`src/rtl/float_stream_sum_reduce_unit_defines.svh`:
```
// Assertion macros for the float stream sum-reduce block.
// No dependencies; expects clk and rst_n in the including scope.
`ifndef FLOAT_STREAM_SUM_REDUCE_UNIT_DEFINES_SVH
`define FLOAT_STREAM_SUM_REDUCE_UNIT_DEFINES_SVH
`ifndef ASSERT_OFF
`define FSSR_ASSERT_IMP(lbl, ante, cons) \
  lbl: assert property (@(posedge clk) disable iff (!rst_n) (ante) |-> (cons)) \
    else $error("assertion failed");
`define FSSR_ASSERT_NEXT(lbl, ante, cons) \
  lbl: assert property (@(posedge clk) disable iff (!rst_n) (ante) |=> (cons)) \
    else $error("assertion failed");
`else
`define FSSR_ASSERT_IMP(lbl, ante, cons)
`define FSSR_ASSERT_NEXT(lbl, ante, cons)
`endif
`endif

```
`src/rtl/fssr_pkg.sv`:
```
// Shared constants for the float stream sum-reduce block.
// No dependencies.
package fssr_pkg;
  localparam logic [1:0] FMT_FP32 = 2'd0;
  localparam logic [1:0] FMT_FP16 = 2'd1;
  localparam logic [1:0] FMT_BF16 = 2'd2;
  localparam logic [31:0] QNAN32 = 32'h7FC0_0000;
endpackage

```
`src/rtl/fssr_if.sv`:
```
// Valid/ready channel interfaces for the sum-reduce block.
// Depends on nothing; payload widths are fixed by the data formats.
interface fssr_in_if;
  logic        valid;
  logic        ready;
  logic [31:0] element_bits;
  logic        last_element;
  modport source (output valid, element_bits, last_element, input ready);
  modport sink (input valid, element_bits, last_element, output ready);
endinterface

interface fssr_out_if;
  logic        valid;
  logic        ready;
  logic [31:0] sum_bits;
  modport source (output valid, sum_bits, input ready);
  modport sink (input valid, sum_bits, output ready);
endinterface

interface fssr_cfg_if;
  logic       valid;
  logic       ready;
  logic [1:0] element_format;
  modport source (output valid, element_format, input ready);
  modport sink (input valid, element_format, output ready);
endinterface

```
`src/rtl/fssr_widen.sv`:
```
// Widens one element (binary32, binary16 or bfloat16) to binary32 exactly.
// Depends on fssr_pkg.
module fssr_widen (
  input  logic [31:0] raw,
  input  logic [1:0]  fmt,
  output logic [31:0] wide
);
  logic [4:0]  he;
  logic [9:0]  hf;
  logic [3:0]  p;
  logic [9:0]  nf;
  logic [7:0]  e32;
  logic [31:0] h32;

  always_comb begin
    he = raw[14:10];
    hf = raw[9:0];
    p  = 4'd0;
    for (int i = 0; i < 10; i++) begin
      if (hf[i]) p = 4'(i);
    end
    nf  = hf << (4'd10 - p);
    e32 = 8'd103 + {4'd0, p};
    if (he == 5'd31) begin
      h32 = {raw[15], 8'hFF, hf, 13'd0};
    end else if (he == 5'd0) begin
      if (hf == 10'd0) h32 = {raw[15], 31'd0};
      else h32 = {raw[15], e32, nf, 13'd0};
    end else begin
      h32 = {raw[15], 8'({3'd0, he} + 8'd112), hf, 13'd0};
    end
    case (fmt)
      fssr_pkg::FMT_FP16: wide = h32;
      fssr_pkg::FMT_BF16: wide = {raw[15:0], 16'd0};
      default:            wide = raw;
    endcase
  end
endmodule

```
`src/rtl/fssr_add.sv`:
```
// Binary32 adder, round to nearest even, full subnormal support.
// Depends on fssr_pkg.
module fssr_add (
  input  logic [31:0] a,
  input  logic [31:0] b,
  output logic [31:0] sum
);
  logic [7:0]  ea, eb, d;
  logic [31:0] big, sml;
  logic [7:0]  eg, es;
  logic [26:0] mg, ms, msh;
  logic        sticky;
  logic [27:0] m;
  logic [8:0]  e9;
  logic [4:0]  p, lz, sh;
  logic [2:0]  rb;
  logic [24:0] mr;
  logic        a_nan, b_nan, a_inf, b_inf, a_z, b_z;

  always_comb begin
    ea    = a[30:23];
    eb    = b[30:23];
    a_nan = (ea == 8'hFF) && (a[22:0] != 23'd0);
    b_nan = (eb == 8'hFF) && (b[22:0] != 23'd0);
    a_inf = (ea == 8'hFF);
    b_inf = (eb == 8'hFF);
    a_z   = (a[30:0] == 31'd0);
    b_z   = (b[30:0] == 31'd0);
    if (a[30:0] < b[30:0]) begin
      big = b; sml = a;
    end else begin
      big = a; sml = b;
    end
    eg = (big[30:23] == 8'd0) ? 8'd1 : big[30:23];
    es = (sml[30:23] == 8'd0) ? 8'd1 : sml[30:23];
    mg = {(big[30:23] != 8'd0), big[22:0], 3'd0};
    ms = {(sml[30:23] != 8'd0), sml[22:0], 3'd0};
    d  = eg - es;
    sticky = |(ms & ((27'd1 << d) - 27'd1));
    if (d >= 8'd27) msh = {26'd0, |ms};
    else msh = (ms >> d) | {26'd0, sticky};
    e9 = {1'b0, eg};
    p  = 5'd0;
    lz = 5'd0;
    sh = 5'd0;
    if (big[31] == sml[31]) begin
      m = {1'b0, mg} + {1'b0, msh};
      if (m[27]) begin
        m  = (m >> 1) | {27'd0, m[0]};
        e9 = e9 + 9'd1;
      end
    end else begin
      m = {1'b0, mg} - {1'b0, msh};
      for (int i = 0; i < 27; i++) begin
        if (m[i]) p = 5'(i);
      end
      lz = 5'd26 - p;
      sh = ({3'd0, lz} < (eg - 8'd1)) ? lz : 5'(eg - 8'd1);
      m  = m << sh;
      e9 = e9 - {4'd0, sh};
    end
    rb = m[2:0];
    mr = m[27:3];
    if (rb > 3'd4 || (rb == 3'd4 && mr[0])) mr = mr + 25'd1;
    if (mr[24]) begin
      mr = mr >> 1;
      e9 = e9 + 9'd1;
    end
    if (a_nan) sum = a | 32'h0040_0000;
    else if (b_nan) sum = b | 32'h0040_0000;
    else if (a_inf || b_inf) begin
      if (a_inf && b_inf && (a[31] != b[31])) sum = fssr_pkg::QNAN32;
      else sum = a_inf ? a : b;
    end
    else if (a_z && b_z) sum = {a[31] & b[31], 31'd0};
    else if (a_z) sum = b;
    else if (b_z) sum = a;
    else if (big[31] != sml[31] && m == 28'd0) sum = 32'd0;
    else if (e9 >= 9'd255) sum = {big[31], 8'hFF, 23'd0};
    else sum = {big[31], (mr[23] ? e9[7:0] : 8'd0), mr[22:0]};
  end
endmodule

```
`src/rtl/fssr_narrow.sv`:
```
// Narrows a binary32 sum to the element format, round to nearest even.
// Depends on fssr_pkg.
module fssr_narrow (
  input  logic [31:0] u,
  input  logic [1:0]  fmt,
  output logic [31:0] r
);
  logic [7:0]  e;
  logic [23:0] m;
  logic [8:0]  e16;
  logic [14:0] q;
  logic [12:0] rem13;
  logic [4:0]  sh;
  logic [23:0] mask, rem, half;
  logic [15:0] h, bf;
  logic [31:0] t;

  always_comb begin
    e     = u[30:23];
    m     = {1'b1, u[22:0]};
    e16   = {1'b0, e} - 9'd112;
    rem13 = m[12:0];
    sh    = 5'd0;
    mask  = 24'd0;
    rem   = 24'd0;
    half  = 24'd0;
    q     = 15'd0;
    if (e == 8'hFF) begin
      h = (u[22:0] != 23'd0) ? {u[31], 15'h7E00 | {5'd0, u[22:13]}} : {u[31], 15'h7C00};
    end else if (e == 8'd0) begin
      h = {u[31], 15'd0};
    end else if (!e16[8] && e16 >= 9'd31) begin
      h = {u[31], 15'h7C00};
    end else if (!e16[8] && e16 != 9'd0) begin
      q = {e16[4:0], 10'd0} + {5'd0, m[22:13]};
      if (rem13 > 13'h1000 || (rem13 == 13'h1000 && q[0])) q = q + 15'd1;
      h = {u[31], q};
    end else if (e < 8'd102) begin
      h = {u[31], 15'd0};
    end else begin
      sh   = 5'(8'd126 - e);
      q    = 15'(m >> sh);
      mask = (24'd1 << sh) - 24'd1;
      rem  = m & mask;
      half = 24'd1 << (sh - 5'd1);
      if (rem > half || (rem == half && q[0])) q = q + 15'd1;
      h = {u[31], q};
    end
    t  = u + 32'h7FFF + {31'd0, u[16]};
    bf = ((e == 8'hFF) && (u[22:0] != 23'd0)) ? (u[31:16] | 16'h0040) : t[31:16];
    case (fmt)
      fssr_pkg::FMT_FP16: r = {16'd0, h};
      fssr_pkg::FMT_BF16: r = {16'd0, bf};
      default:            r = u;
    endcase
  end
endmodule

```
`src/rtl/float_stream_sum_reduce_unit.sv`:
```
// Float stream sum-reduce: one element per cycle unless a last element stalls.
// Path: input register, then finished-sum slot, then output register.
// Throughput: 1 element/cycle; set by the combinational binary32 add feeding
// the accumulator register. A last element stalls only while the sum slot
// and output register are both held by the sink.
// Reset (rst_n low, synchronous): accumulator +0, format binary32, no result.
`include "float_stream_sum_reduce_unit_defines.svh"
module float_stream_sum_reduce_unit (
  input  logic              clk,
  input  logic              rst_n,
  fssr_in_if.sink           in_ch,
  fssr_out_if.source        out_ch,
  fssr_cfg_if.sink          cfg_ch
);
  // configuration register, captured per element at its transaction
  logic [1:0]  fmt_r;

  // stage 1: input register
  logic        s1_v_r, s1_last_r;
  logic [31:0] s1_bits_r;
  logic [1:0]  s1_fmt_r;

  // running binary32 total
  logic [31:0] acc_r;

  // finished sum waiting for narrowing
  logic        fin_v_r;
  logic [31:0] fin_sum_r;
  logic [1:0]  fin_fmt_r;

  // output register
  logic        out_v_r;
  logic [31:0] out_bits_r;

  logic [31:0] wide, sum, narrowed;
  logic        fin_move, fin_free, adv, in_acc;

  assign cfg_ch.ready = 1'b1;

  always_ff @(posedge clk) begin
    if (!rst_n) fmt_r <= fssr_pkg::FMT_FP32;
    else if (cfg_ch.valid) fmt_r <= cfg_ch.element_format;
  end

  // Handshake chain: out reg frees fin, fin frees stage 1 for a last element.
  assign fin_move = fin_v_r && (!out_v_r || out_ch.ready);
  assign fin_free = !fin_v_r || fin_move;
  assign adv      = s1_v_r && (!s1_last_r || fin_free);
  assign in_ch.ready = !s1_v_r || adv;
  assign in_acc   = in_ch.valid && in_ch.ready;

  fssr_widen u_widen (.raw(s1_bits_r), .fmt(s1_fmt_r), .wide(wide));
  fssr_add   u_add   (.a(acc_r), .b(wide), .sum(sum));
  fssr_narrow u_narrow (.u(fin_sum_r), .fmt(fin_fmt_r), .r(narrowed));

  always_ff @(posedge clk) begin
    if (!rst_n) begin
      s1_v_r <= 1'b0;
    end else if (in_acc) begin
      s1_v_r <= 1'b1;
    end else if (adv) begin
      s1_v_r <= 1'b0;
    end
  end

  always_ff @(posedge clk) begin
    if (in_acc) begin
      s1_bits_r <= in_ch.element_bits;
      s1_last_r <= in_ch.last_element;
      s1_fmt_r  <= fmt_r;
    end
  end

  // accumulator clears after a last element
  always_ff @(posedge clk) begin
    if (!rst_n) acc_r <= 32'd0;
    else if (adv) acc_r <= s1_last_r ? 32'd0 : sum;
  end

  always_ff @(posedge clk) begin
    if (!rst_n) begin
      fin_v_r <= 1'b0;
    end else if (adv && s1_last_r) begin
      fin_v_r <= 1'b1;
    end else if (fin_move) begin
      fin_v_r <= 1'b0;
    end
  end

  always_ff @(posedge clk) begin
    if (adv && s1_last_r) begin
      fin_sum_r <= sum;
      fin_fmt_r <= s1_fmt_r;
    end
  end

  always_ff @(posedge clk) begin
    if (!rst_n) begin
      out_v_r <= 1'b0;
    end else if (fin_move) begin
      out_v_r <= 1'b1;
    end else if (out_ch.ready) begin
      out_v_r <= 1'b0;
    end
  end

  always_ff @(posedge clk) begin
    if (fin_move) out_bits_r <= narrowed;
  end

  assign out_ch.valid    = out_v_r;
  assign out_ch.sum_bits = out_bits_r;

  `FSSR_ASSERT_IMP(a_stall_only_last, s1_v_r && !adv, s1_last_r && fin_v_r && out_v_r)
  `FSSR_ASSERT_NEXT(a_acc_clear, adv && s1_last_r, acc_r == 32'd0)
  `FSSR_ASSERT_NEXT(a_fin_held, fin_v_r && !fin_move, fin_v_r && $stable(fin_sum_r))
endmodule

```
`src/flat_wrapper.sv`:
```
// flat-port wrapper written by rule: the top's interface ports become plain ports
module float_stream_sum_reduce_unit_flat 
  (clk, rst_n, in_ch_valid, in_ch_element_bits, in_ch_last_element, in_ch_ready, out_ch_valid, out_ch_sum_bits, out_ch_ready, cfg_ch_valid, cfg_ch_element_format, cfg_ch_ready);
  fssr_in_if in_ch_i ();
  fssr_out_if out_ch_i ();
  fssr_cfg_if cfg_ch_i ();
  input  logic clk;
  input  logic rst_n;
  input wire logic [$bits(in_ch_i.valid)-1:0] in_ch_valid;
  input wire logic [$bits(in_ch_i.element_bits)-1:0] in_ch_element_bits;
  input wire logic [$bits(in_ch_i.last_element)-1:0] in_ch_last_element;
  output wire logic [$bits(in_ch_i.ready)-1:0] in_ch_ready;
  output wire logic [$bits(out_ch_i.valid)-1:0] out_ch_valid;
  output wire logic [$bits(out_ch_i.sum_bits)-1:0] out_ch_sum_bits;
  input wire logic [$bits(out_ch_i.ready)-1:0] out_ch_ready;
  input wire logic [$bits(cfg_ch_i.valid)-1:0] cfg_ch_valid;
  input wire logic [$bits(cfg_ch_i.element_format)-1:0] cfg_ch_element_format;
  output wire logic [$bits(cfg_ch_i.ready)-1:0] cfg_ch_ready;
  assign in_ch_i.valid = in_ch_valid;
  assign in_ch_i.element_bits = in_ch_element_bits;
  assign in_ch_i.last_element = in_ch_last_element;
  assign in_ch_ready = in_ch_i.ready;
  assign out_ch_valid = out_ch_i.valid;
  assign out_ch_sum_bits = out_ch_i.sum_bits;
  assign out_ch_i.ready = out_ch_ready;
  assign cfg_ch_i.valid = cfg_ch_valid;
  assign cfg_ch_i.element_format = cfg_ch_element_format;
  assign cfg_ch_ready = cfg_ch_i.ready;
  float_stream_sum_reduce_unit u_core (.clk(clk), .rst_n(rst_n), .in_ch(in_ch_i), .out_ch(out_ch_i), .cfg_ch(cfg_ch_i));
endmodule
```
`config.mk`:
```
export PLATFORM = sky130hd
export DESIGN_NAME = float_stream_sum_reduce_unit_flat
export DESIGN_NICKNAME = d
export VERILOG_FILES = /design/src/rtl/fssr_pkg.sv /design/src/rtl/fssr_if.sv /design/src/rtl/fssr_widen.sv /design/src/rtl/fssr_add.sv /design/src/rtl/fssr_narrow.sv /design/src/rtl/float_stream_sum_reduce_unit.sv /design/src/flat_wrapper.sv
export VERILOG_INCLUDE_DIRS = /design/src /design/src/rtl
export SDC_FILE = /design/constraint.sdc
export NUM_CORES = 1
export LEC_CHECK = 0
export BUFFER_PORTS_ARGS = -buffer_cell sky130_fd_sc_hd__buf_4
export CAP_MARGIN = 15
export CORE_MARGIN = 2
export CORE_UTILIZATION = 30
export DETAILED_ROUTE_END_ITERATION = 12
export PLACE_DENSITY_LB_ADDON = 0.25
export SYNTH_ARGS = -nofsm -noshare
export SYNTH_HDL_FRONTEND = slang
export SYNTH_SLANG_ARGS = --single-unit
```
`constraint.sdc`:
```
create_clock -name clk -period 23 [get_ports clk]
set_input_delay 3.45 -clock clk [delete_from_list [all_inputs] [get_ports clk]]
set_output_delay 3.45 -clock clk [all_outputs]
set_load 0.01 [all_outputs]
```
# Word level (Yosys, flattened, before mapping)
# Index checks and enable logic that the tools add are counted.
[totals]
ff_bits = 138
input_bits = 40
elab_cells = 197
[classes]
shift = 7
muxes = 81
reduce_logical = 48
n_eq_ne = 14
n_lt_le_gt_ge = 9
n_addsub = 22
n_bitwise = 5
[ops]
columns = ["cell", "count"]
rows = [
  ["$mux 32", 12],
  ["$mux 5", 27],
  ["$pmux 32 s2", 2],
  ["$mux 31", 4],
  ["$mux 15", 7],
  ["$reduce_bool 23->1", 3],
  ["$logic_not 31->1", 2],
  ["$mux 27", 2],
  ["$or 27x1->27", 2],
  ["$shl 1x5->24 const A", 2],
  ["$add 32x1->32", 1],
  ["$add 32x15->32 const B", 1],
  ["$mux 4", 8],
  ["$lt 31x31->1", 1],
  ["$add 15x1->15 const B", 2],
  ["$add 27x27->28", 1],
  ["$logic_not 28->1", 1],
  ["$mux 28", 1],
  ["$shl 28x5->28", 1],
  ["$sub 27x27->28", 1],
  ["$and 27x27->27", 1],
  ["$mux 9", 3],
  ["$reduce_or 27->1", 1],
  ["$shl 1x8->27 const A", 1],
  ["53 further kinds", 99],
]

# Longest topological paths before layout
# Gate-level depths: netlist of run 1.
[depth]
word_depth = 74
mapped_depth = 103
depth_no_buf = 88

# Modules after synthesis
# From an unflattened synthesis of run 1, not the netlist that was laid out.
[unflattened]
cells_unflattened = 3347
area_unflattened_um2 = 24995.2
[modules_own_cells]
columns = ["module", "area_each_um2", "seq_area_each_um2", "instances", "cells_each"]
rows = [
  ["fssr_add", 14427.6, 0.0, 1, 2225],
  ["fssr_narrow", 4959.8, 0.0, 1, 723],
  ["float_stream_sum_reduce_unit", 4322.9, 3773.6, 1, 202],
  ["fssr_widen", 1285.0, 0.0, 1, 197],
]

# Worst setup path after synthesis of run 1
# OpenSTA, ideal clock, no wires.
[synth_path]
kind = "register -> register"
from = "register u_core.s1_bits_r[7]"
to = "register u_core.fin_sum_r[15] (data pin)"
path_slack_ps = 4776
t_required_ps = 22868
arrival_time_ps = 18092
stages_incl_launch_ff = 92
n_path_buf = 16
cell_sequence = "edfxtp_1 buf_2 or2_1 buf_2 o21ai_1 nand2_1 ha_1 or3_1 and2_1 clkbuf_2 or4_1 a31o_1 or2_1 buf_2 ha_1 a211oi_1 o21ai_0 o221ai_1 [... 56 more ...] nand2_1 nor2_1 buf_2 a22o_1 ha_1 and3_1 and4bb_1 and3_1 buf_2 nor2b_4 a21o_2 nand4_1 or3_1 a31o_2 buf_6 o32a_1 o22ai_2 a22o_1"
[synth_via]
elab_chain_len = 67
word_cells_on_any_way = 103
[synth_rtl]
columns = ["item", "line", "rtl"]
rows = [
  ["from (decl)", "float_stream_sum_reduce_unit.sv:20", "logic [31:0] s1_bits_r;"],
  ["from (signal assigned)", "float_stream_sum_reduce_unit.sv:68", "s1_bits_r <= in_ch.element_bits;"],
  ["$mux 4 (3 in series)", "fssr_widen.sv:20", "if (hf[i]) p = 4'(i);"],
  ["$sub 4x4->4", "fssr_widen.sv:22", "nf = hf << (4'd10 - p);"],
  ["$shl 10x4->10", "fssr_widen.sv:22", ""],
  ["$mux 31", "fssr_widen.sv:27", "if (hf == 10'd0) h32 = {raw[15], 31'd0};"],
  ["$mux 31", "fssr_widen.sv:26", "end else if (he == 5'd0) begin"],
  ["$mux 31", "fssr_widen.sv:24", "if (he == 5'd31) begin"],
  ["$pmux 32 s2 (*)", "fssr_widen.sv:32", "case (fmt)"],
  ["parallel branches: the longest is 56 deep, another holds $lt 31x31->1", "n/a", ""],
  ["$mux 32 (*)", "fssr_add.sv:70", "else if (b_nan) sum = b | 32'h0040_0000;"],
  ["$mux 32 (*)", "fssr_add.sv:69", "if (a_nan) sum = a | 32'h0040_0000;"],
  ["via u_core.sum[15]", "float_stream_sum_reduce_unit.sv:35", "logic [31:0] wide, sum, narrowed;"],
  ["to (signal assigned)", "float_stream_sum_reduce_unit.sv:92", "fin_sum_r <= sum;"],
  ["to (decl)", "float_stream_sum_reduce_unit.sv:28", "logic [31:0] fin_sum_r;"],
]
# Mark *: on every way through the listed nets, which the timed path passes. The select of a mux whose other input is x is not followed.
# A chain may end at the register's enable or synchronous reset.

# Worst setup path after layout of run 1
[layout_path]
from = "register u_core.s1_bits_r[9]"
to = "register u_core.fin_sum_r[16] (data pin)"
[layout_via]
elab_chain_len = 65
word_cells_on_any_way = 101
[layout_rtl]
columns = ["item", "line"]
rows = [
  ["$mux 4", "fssr_widen.sv:20"],
  ["$sub 4x4->4", "fssr_widen.sv:22"],
  ["$shl 10x4->10", "fssr_widen.sv:22"],
  ["$mux 31", "fssr_widen.sv:27"],
  ["$mux 31", "fssr_widen.sv:26"],
  ["$mux 31", "fssr_widen.sv:24"],
  ["$pmux 32 s2 (*)", "fssr_widen.sv:32"],
  ["parallel branches: the longest is 56 deep, another holds $lt 31x31->1", "n/a"],
  ["$mux 32 (*)", "fssr_add.sv:70"],
  ["$mux 32 (*)", "fssr_add.sv:69"],
  ["via u_core.sum[16]", "float_stream_sum_reduce_unit.sv:35"],
]
# Marked as above.

==> impl_metrics.json, run 1 <==
{
  "worstPathRequired_ns": 23.28,
  "crit_buf_inv": 8,
  "worst_slew_pin_slew_ns": 1.13,
  "final_common_cell": "nand2_1",
  "synth_ff_type": "edfxtp_1",
  "synth_top_area_share_pct": 13.0,
  "crit_top_cell": "ha_1",
  "die_x_um": 283,
  "grt_max_degree": 76,
  "grt_pass1_vias": 24100,
  "final_util_pct": 33.1,
  "crit_type": "flop to flop",
  "fin_cells": 4272,
  "relSlewSlack_pct": 23.6,
  "grt_pass1_wl_um": 152000,
  "drv_slew": 0,
  "clock_sinks": 138,
  "min_period_ns": 21.52,
  "synth_top_family_by_area": "compound AO/OA/AOI/OAI gates",
  "yosysUniqueCellTypes": 120,
  "max_stage_delay_ns": 0.87,
  "synth_xor_area_share_pct": 5.19,
  "nets": 3411,
  "track_usage_pct": 24.1,
  "path_clk_slew_ns": 0.07,
  "endpoint_kind": "flop",
  "cp_slowest_cell": "o31ai_2",
  "drive_gt1_share_pct": 9.28,
  "grt-ovfl-total": 0,
  "multi_input_area_um2": 18300,
  "wl_um": 101000,
  "insertedDiodeCount": 0,
  "dp_hpwl_um": 78600,
  "synth_compound_area_share_pct": 31.2,
  "cts_buffers": 17,
  "die_h_um": 283,
  "synth-adder-area-share_pct": 8.24,
  "cts_tree": "yes",
  "dp_cells": 4240,
  "drcViolationCount": 0,
  "rsz0062_at_grt": "no",
  "antenna_found_initial": 0,
  "setup_violations": 0,
  "rows": 102,
  "firstDrtPassIters": 8,
  "outcome": "finished, final reports clean",
  "dieArea_um2": 80100,
  "root_buffer": "clkbuf_16",
  "fin_tns_setup_ns": 0,
  "synth_edf_count": 101,
  "yosys.area.top_type": "edfxtp_1",
  "async_reset_ff_share_pct": 0,
  "vias_per_cell": 6.08,
  "arrival_ns": 21.80,
  "synthMuxAreaShare_pct": 7.34,
  "path_max_fanout": 37,
  "synth_area_um2": 23400,
  "synth_nets": 3470,
  "cp-start-kind": "flop",
  "initial_core_util_pct": 30.3,
  "yosys.area_share.simple_pct": 25.7,
  "regArea_um2": 3770,
  "finalHoldViolCount": 0,
  "drtIter0Drc": 3226,
  "ys_seq_area_share_pct": 16.2,
  "hp-class": "flop to flop",
  "syn_avg_cell_area_um2": 7.13,
  "cp_top_family": "compound AO/OA/AOI/OAI gates",
  "ant_nets": 0,
  "clk_latency_ns": 0.45,
  "fp.coreArea_um2": 77200,
  "hold_buffers": 0,
  "num_io_pins": 75,
  "synthCells": 3278,
  "n_fill_cell": 8399,
  "syn_to_final_growth_pct": 9.28,
  "wl_per_cell_um": 23.7,
  "drv_cap": 0,
  "max_freq_mhz": 46.5,
  "via_count": 26000,
  "skew_ns": 0.0135,
  "synth.top_cells.by_area": "edfxtp_1 13%, ha_1 8.0%, nand2_1 6.6%, a21oi_1 5.9%, nor2_1 4.9%",
  "htree_levels": 4,
  "yosys_warnings": 0,
  "synth_seq_cells": 138,
  "place_congestion": 0.997,
  "layout_common_cells": "409 x nand2_1, 305 x nor2_1, 274 x a21oi_1",
  "fin_crit_sh_pct": 93.6,
  "portBuffers": 73,
  "cts_buffer_depth": 2
}
==> state kept, by name (all words and copies together) (netlist names) <==
register	flops
u_core.s1_last_r	1
u_core.fin_v_r	1
u_core.acc_r	32
u_core.fin_sum_r	32
u_core.s1_fmt_r	2
u_core.fin_fmt_r	2
u_core.s1_v_r	1
u_core.fmt_r	2
u_core.out_ch.sum_bits	32
u_core.s1_bits_r	32
u_core.out_ch.valid	1
==> routing by layer <==
| metal | GRT usage, % | share of wire (%) |
|---|---|---|
| met2 | 38.3 | 45 |
| met4 | 9.40 | 4.2 |
| met3 | 3.69 | 8.2 |
| met1 | 32.6 | 43 |
| met5 | 0 | 0 |
==> worst reg2reg max path: cells and delay by family (launching register included) <==
| family | cells | cell delay, ns |
|---|---|---|
| buffers and inverters | 8 | 1.52 |
| adders and majority gates | 8 | 2.57 |
| muxes | 3 | 0.95 |
| AOI/OAI and AO/OA | 31 | 9.40 |
| DFF | 1 | 0.60 |
| xor gates and xnor gates | 1 | 0.33 |
| and+or+nand+nor | 24 | 5.93 |
==> cell type report <==
| type | count | area share (%) |
|---|---|---|
| Clock inverter | 12 | 0.382 |
| Multi-Input combinational cell | 2776 | 71.5 |
| Tap cell | 1040 | 5.10 |
| Sequential cell | 138 | 14.8 |
| Timing Repair Buffer | 138 | 4.06 |
| Clock buffer | 20 | 1.96 |
| Inverter | 148 | 2.19 |
==> through the flow <==
stage / area [µm²] / setup slack, ns / hold WS [ns]
floorplan: 23400 / 4.78 / 0.408
global placement: 24900 / 1.99 / 0.428
detailed placement: 24900 / 1.65 / 0.427
CTS: 25500 / 1.59 / 0.436
global route: 25500 / 0.190 / 0.454
finish: 25500 / 1.48 / 0.438
==> logic make-up after synthesis <==
family / count (synthesis)
fa+ha+maj: 152
xor+xnor: 135
mux: 146
buf+inv: 364
compound gates: 1082
other cells: 1
simple gates: 1260
flops: 138
==> path summary, 6_finish.rpt <==
path	startpoint	end	slack, ns	cells past startpoint
min reg2reg	u_core.fmt_r[0]	u_core.s1_fmt_r[0]	0.44	0
max	u_core.s1_bits_r[9]	u_core.fin_sum_r[16]	1.48	75
max reg2reg	u_core.s1_bits_r[9]	u_core.fin_sum_r[16]	1.48	75
min	u_core.fmt_r[0]	u_core.s1_fmt_r[0]	0.44	0
==> cell usage after synthesis (27+ instances only) <==
master / instances
dfxtp_1: 37
nand3_1: 103
ha_1: 149
o22ai_1: 34
or3_1: 27
nor4_1: 36
mux2i_1: 102
a221oi_1: 32
nand4_1: 42
clkbuf_1: 164
nor2b_1: 36
a211oi_1: 42
a21oi_1: 274
nand2_1: 410
and3_1: 35
a31oi_1: 39
o21ai_0: 231
a21o_1: 39
nor3_1: 75
xnor2_1: 99
inv_1: 141
o31ai_1: 28
nand2b_1: 35
and2_1: 66
edfxtp_1: 101
nor2_1: 308
xor2_1: 33
==> timing repair <==
item                                    in CTS  in global routing
gates resized for setup                      0                  3
buffers inserted                             0                  0
endpoints found under the setup margin       0                 62
Power of run 1 is not shown: default switching activity piles up to over one toggle a cycle in this logic, so the estimate is an artifact.
==> run 2: changes to the inputs <==
Settings changed: REMOVE_ABC_BUFFERS set to 1.
==> run 2 against run 1 <==
Against the previous run: sequential share of layout area about the same; flip-flop and latch count unchanged; largest cell class unchanged; critical path depth up 2; die area stayed put; first-iteration DRC count decreased by 6.9%; core utilization hardly changed; fmax is 0.33% lower; clock skew rose by 0.0021 ns; via count is 0.36% higher; routed wire length is 0.24% higher.
==> impl_metrics.json, run 2 (synthesized netlist as in run 1, its figures left out) <==
{
  "wl_per_cell_um": 23.7,
  "hold_buffers": 0,
  "pre_cts_slack_ns": 1.55,
  "setup_ws_ns": 1.41,
  "grt_pass1_wl_um": 153000,
  "place_congestion": 1.01,
  "vias_per_cell": 6.10,
  "finish.instance_area_um2": 25500,
  "rows": 102,
  "final_common_cell": "nand2_1",
  "arrival_ns": 21.77,
  "min_period_ns": 21.59,
  "setup_violations": 0,
  "fin_crit_sh_pct": 93.9,
  "fin_tns_setup_ns": 0,
  "endpoint_kind": "flop",
  "path_clk_slew_ns": 0.07,
  "via_count": 26100,
  "rsz0062_at_grt": "no",
  "antenna_found_initial": 2,
  "cp-start-kind": "flop",
  "place_area_um2": 24900,
  "grt-ovfl-total": 0,
  "clk_latency_ns": 0.44,
  "wl_um": 101000,
  "max_freq_mhz": 46.3,
  "crit_top_cell": "ha_1",
  "drcViolationCount": 0,
  "die_x_um": 283,
  "htree_levels": 4,
  "fp.coreArea_um2": 77200,
  "skew_ns": 0.0155,
  "worst_slew_pin_slew_ns": 1.12,
  "cts_buffer_depth": 2,
  "nets": 3414,
  "hp-class": "flop to flop",
  "portBuffers": 73,
  "worstPathRequired_ns": 23.18,
  "grt_pass1_vias": 24100,
  "crit_type": "flop to flop",
  "path_max_fanout": 22,
  "layout_common_cells": "409 x nand2_1, 305 x nor2_1, 274 x a21oi_1",
  "ant_nets": 0,
  "relSlewSlack_pct": 25.2,
  "post_cts_buffers": 0,
  "drive_gt1_share_pct": 9.40,
  "grt_max_degree": 82,
  "cts_tree": "yes",
  "root_buffer": "clkbuf_16",
  "syn_to_final_growth_pct": 9.35,
  "cp_slowest_cell": "edfxtp_1",
  "finalHoldViolCount": 0,
  "outcome": "finished, final reports clean",
  "max_stage_delay_ns": 0.63,
  "initial_core_util_pct": 30.3,
  "track_usage_pct": 24.2,
  "num_io_pins": 75,
  "drtIter0Drc": 3005,
  "dp_hpwl_um": 79200,
  "firstDrtPassIters": 6,
  "cts_buffers": 17,
  "dieArea_um2": 80100,
  "die_h_um": 283,
  "clock_sinks": 138,
  "drv_slew": 0,
  "drv_cap": 0
}
[run 2: cell types whose count changed in the layout (fill, tap and decap cells not counted), sizes merged]
cell	delta
inv	+3
diode	+3
clkinv	-3
buf	+3
[run 2: final timing paths]
kind / cells past startpoint / slack, ns / from / end
hold reg to reg: 0 / 0.44 / u_core.fmt_r[0] / u_core.s1_fmt_r[0]
hold / removal: 0 / 0.44 / u_core.fmt_r[0] / u_core.s1_fmt_r[0]
setup / recovery: 77 / 1.41 / u_core.s1_bits_r[9] / u_core.fin_sum_r[13]
setup reg to reg: 77 / 1.41 / u_core.s1_bits_r[9] / u_core.fin_sum_r[13]
[run 2: repair_timing]
action | in CTS | in global routing
hold endpoints to repair | 0 | 0
endpoints found under the setup margin | 0 | 59
resized for setup | 0 | 4
[run 2: worst max-delay path: cells and delay by family, from the launching register on]
kind,cells,cell delay [ns]
AO/OA/AOI/OAI,30,8.39
AND/OR/NAND/NOR,30,7.83
adder cells (fa/ha/maj),8,2.48
multiplexers,3,0.86
buffers and inverters,5,0.73
flip-flops,1,0.63
XOR/XNOR,1,0.36
[run 2: per-layer routing]
| metal | global-route usage (%) | part of all wire [%] | wire [µm] |
|---|---|---|---|
| met1 | 32.6 | 43 | 43300 |
| met2 | 38.6 | 45 | 45200 |
| met3 | 3.92 | 8.5 | 8650 |
| met4 | 9.41 | 4.1 | 4200 |
| met5 | 0 | 0.013 | 13 |
[run 2: area by class of cell]
| class | count | area, µm² |
|---|---|---|
| Antenna cell | 3 | 7.51 |
| Clock buffer | 20 | 478 |
| Clock inverter | 12 | 97.6 |
| Fill cell | 8442 | 51700 |
| Inverter | 148 | 558 |
| Multi-Input combinational cell | 2776 | 18300 |
| Sequential cell | 138 | 3770 |
| Tap cell | 1040 | 1300 |
| Timing Repair Buffer | 141 | 1070 |
[run 2: stage by stage]
stage | cells | hold WS [ns] | utilization (%)
CTS | 4274 | 0.440 | 33.0
finish | 4278 | 0.441 | 33.1
global placement | 4242 | 0.427 | 32.3
detailed placement | 4242 | 0.425 | 32.3
global route | 4275 | 0.440 | 33.1
floorplan | 3062 | 0.408 | -
Power of run 2 is left out for the same reason.
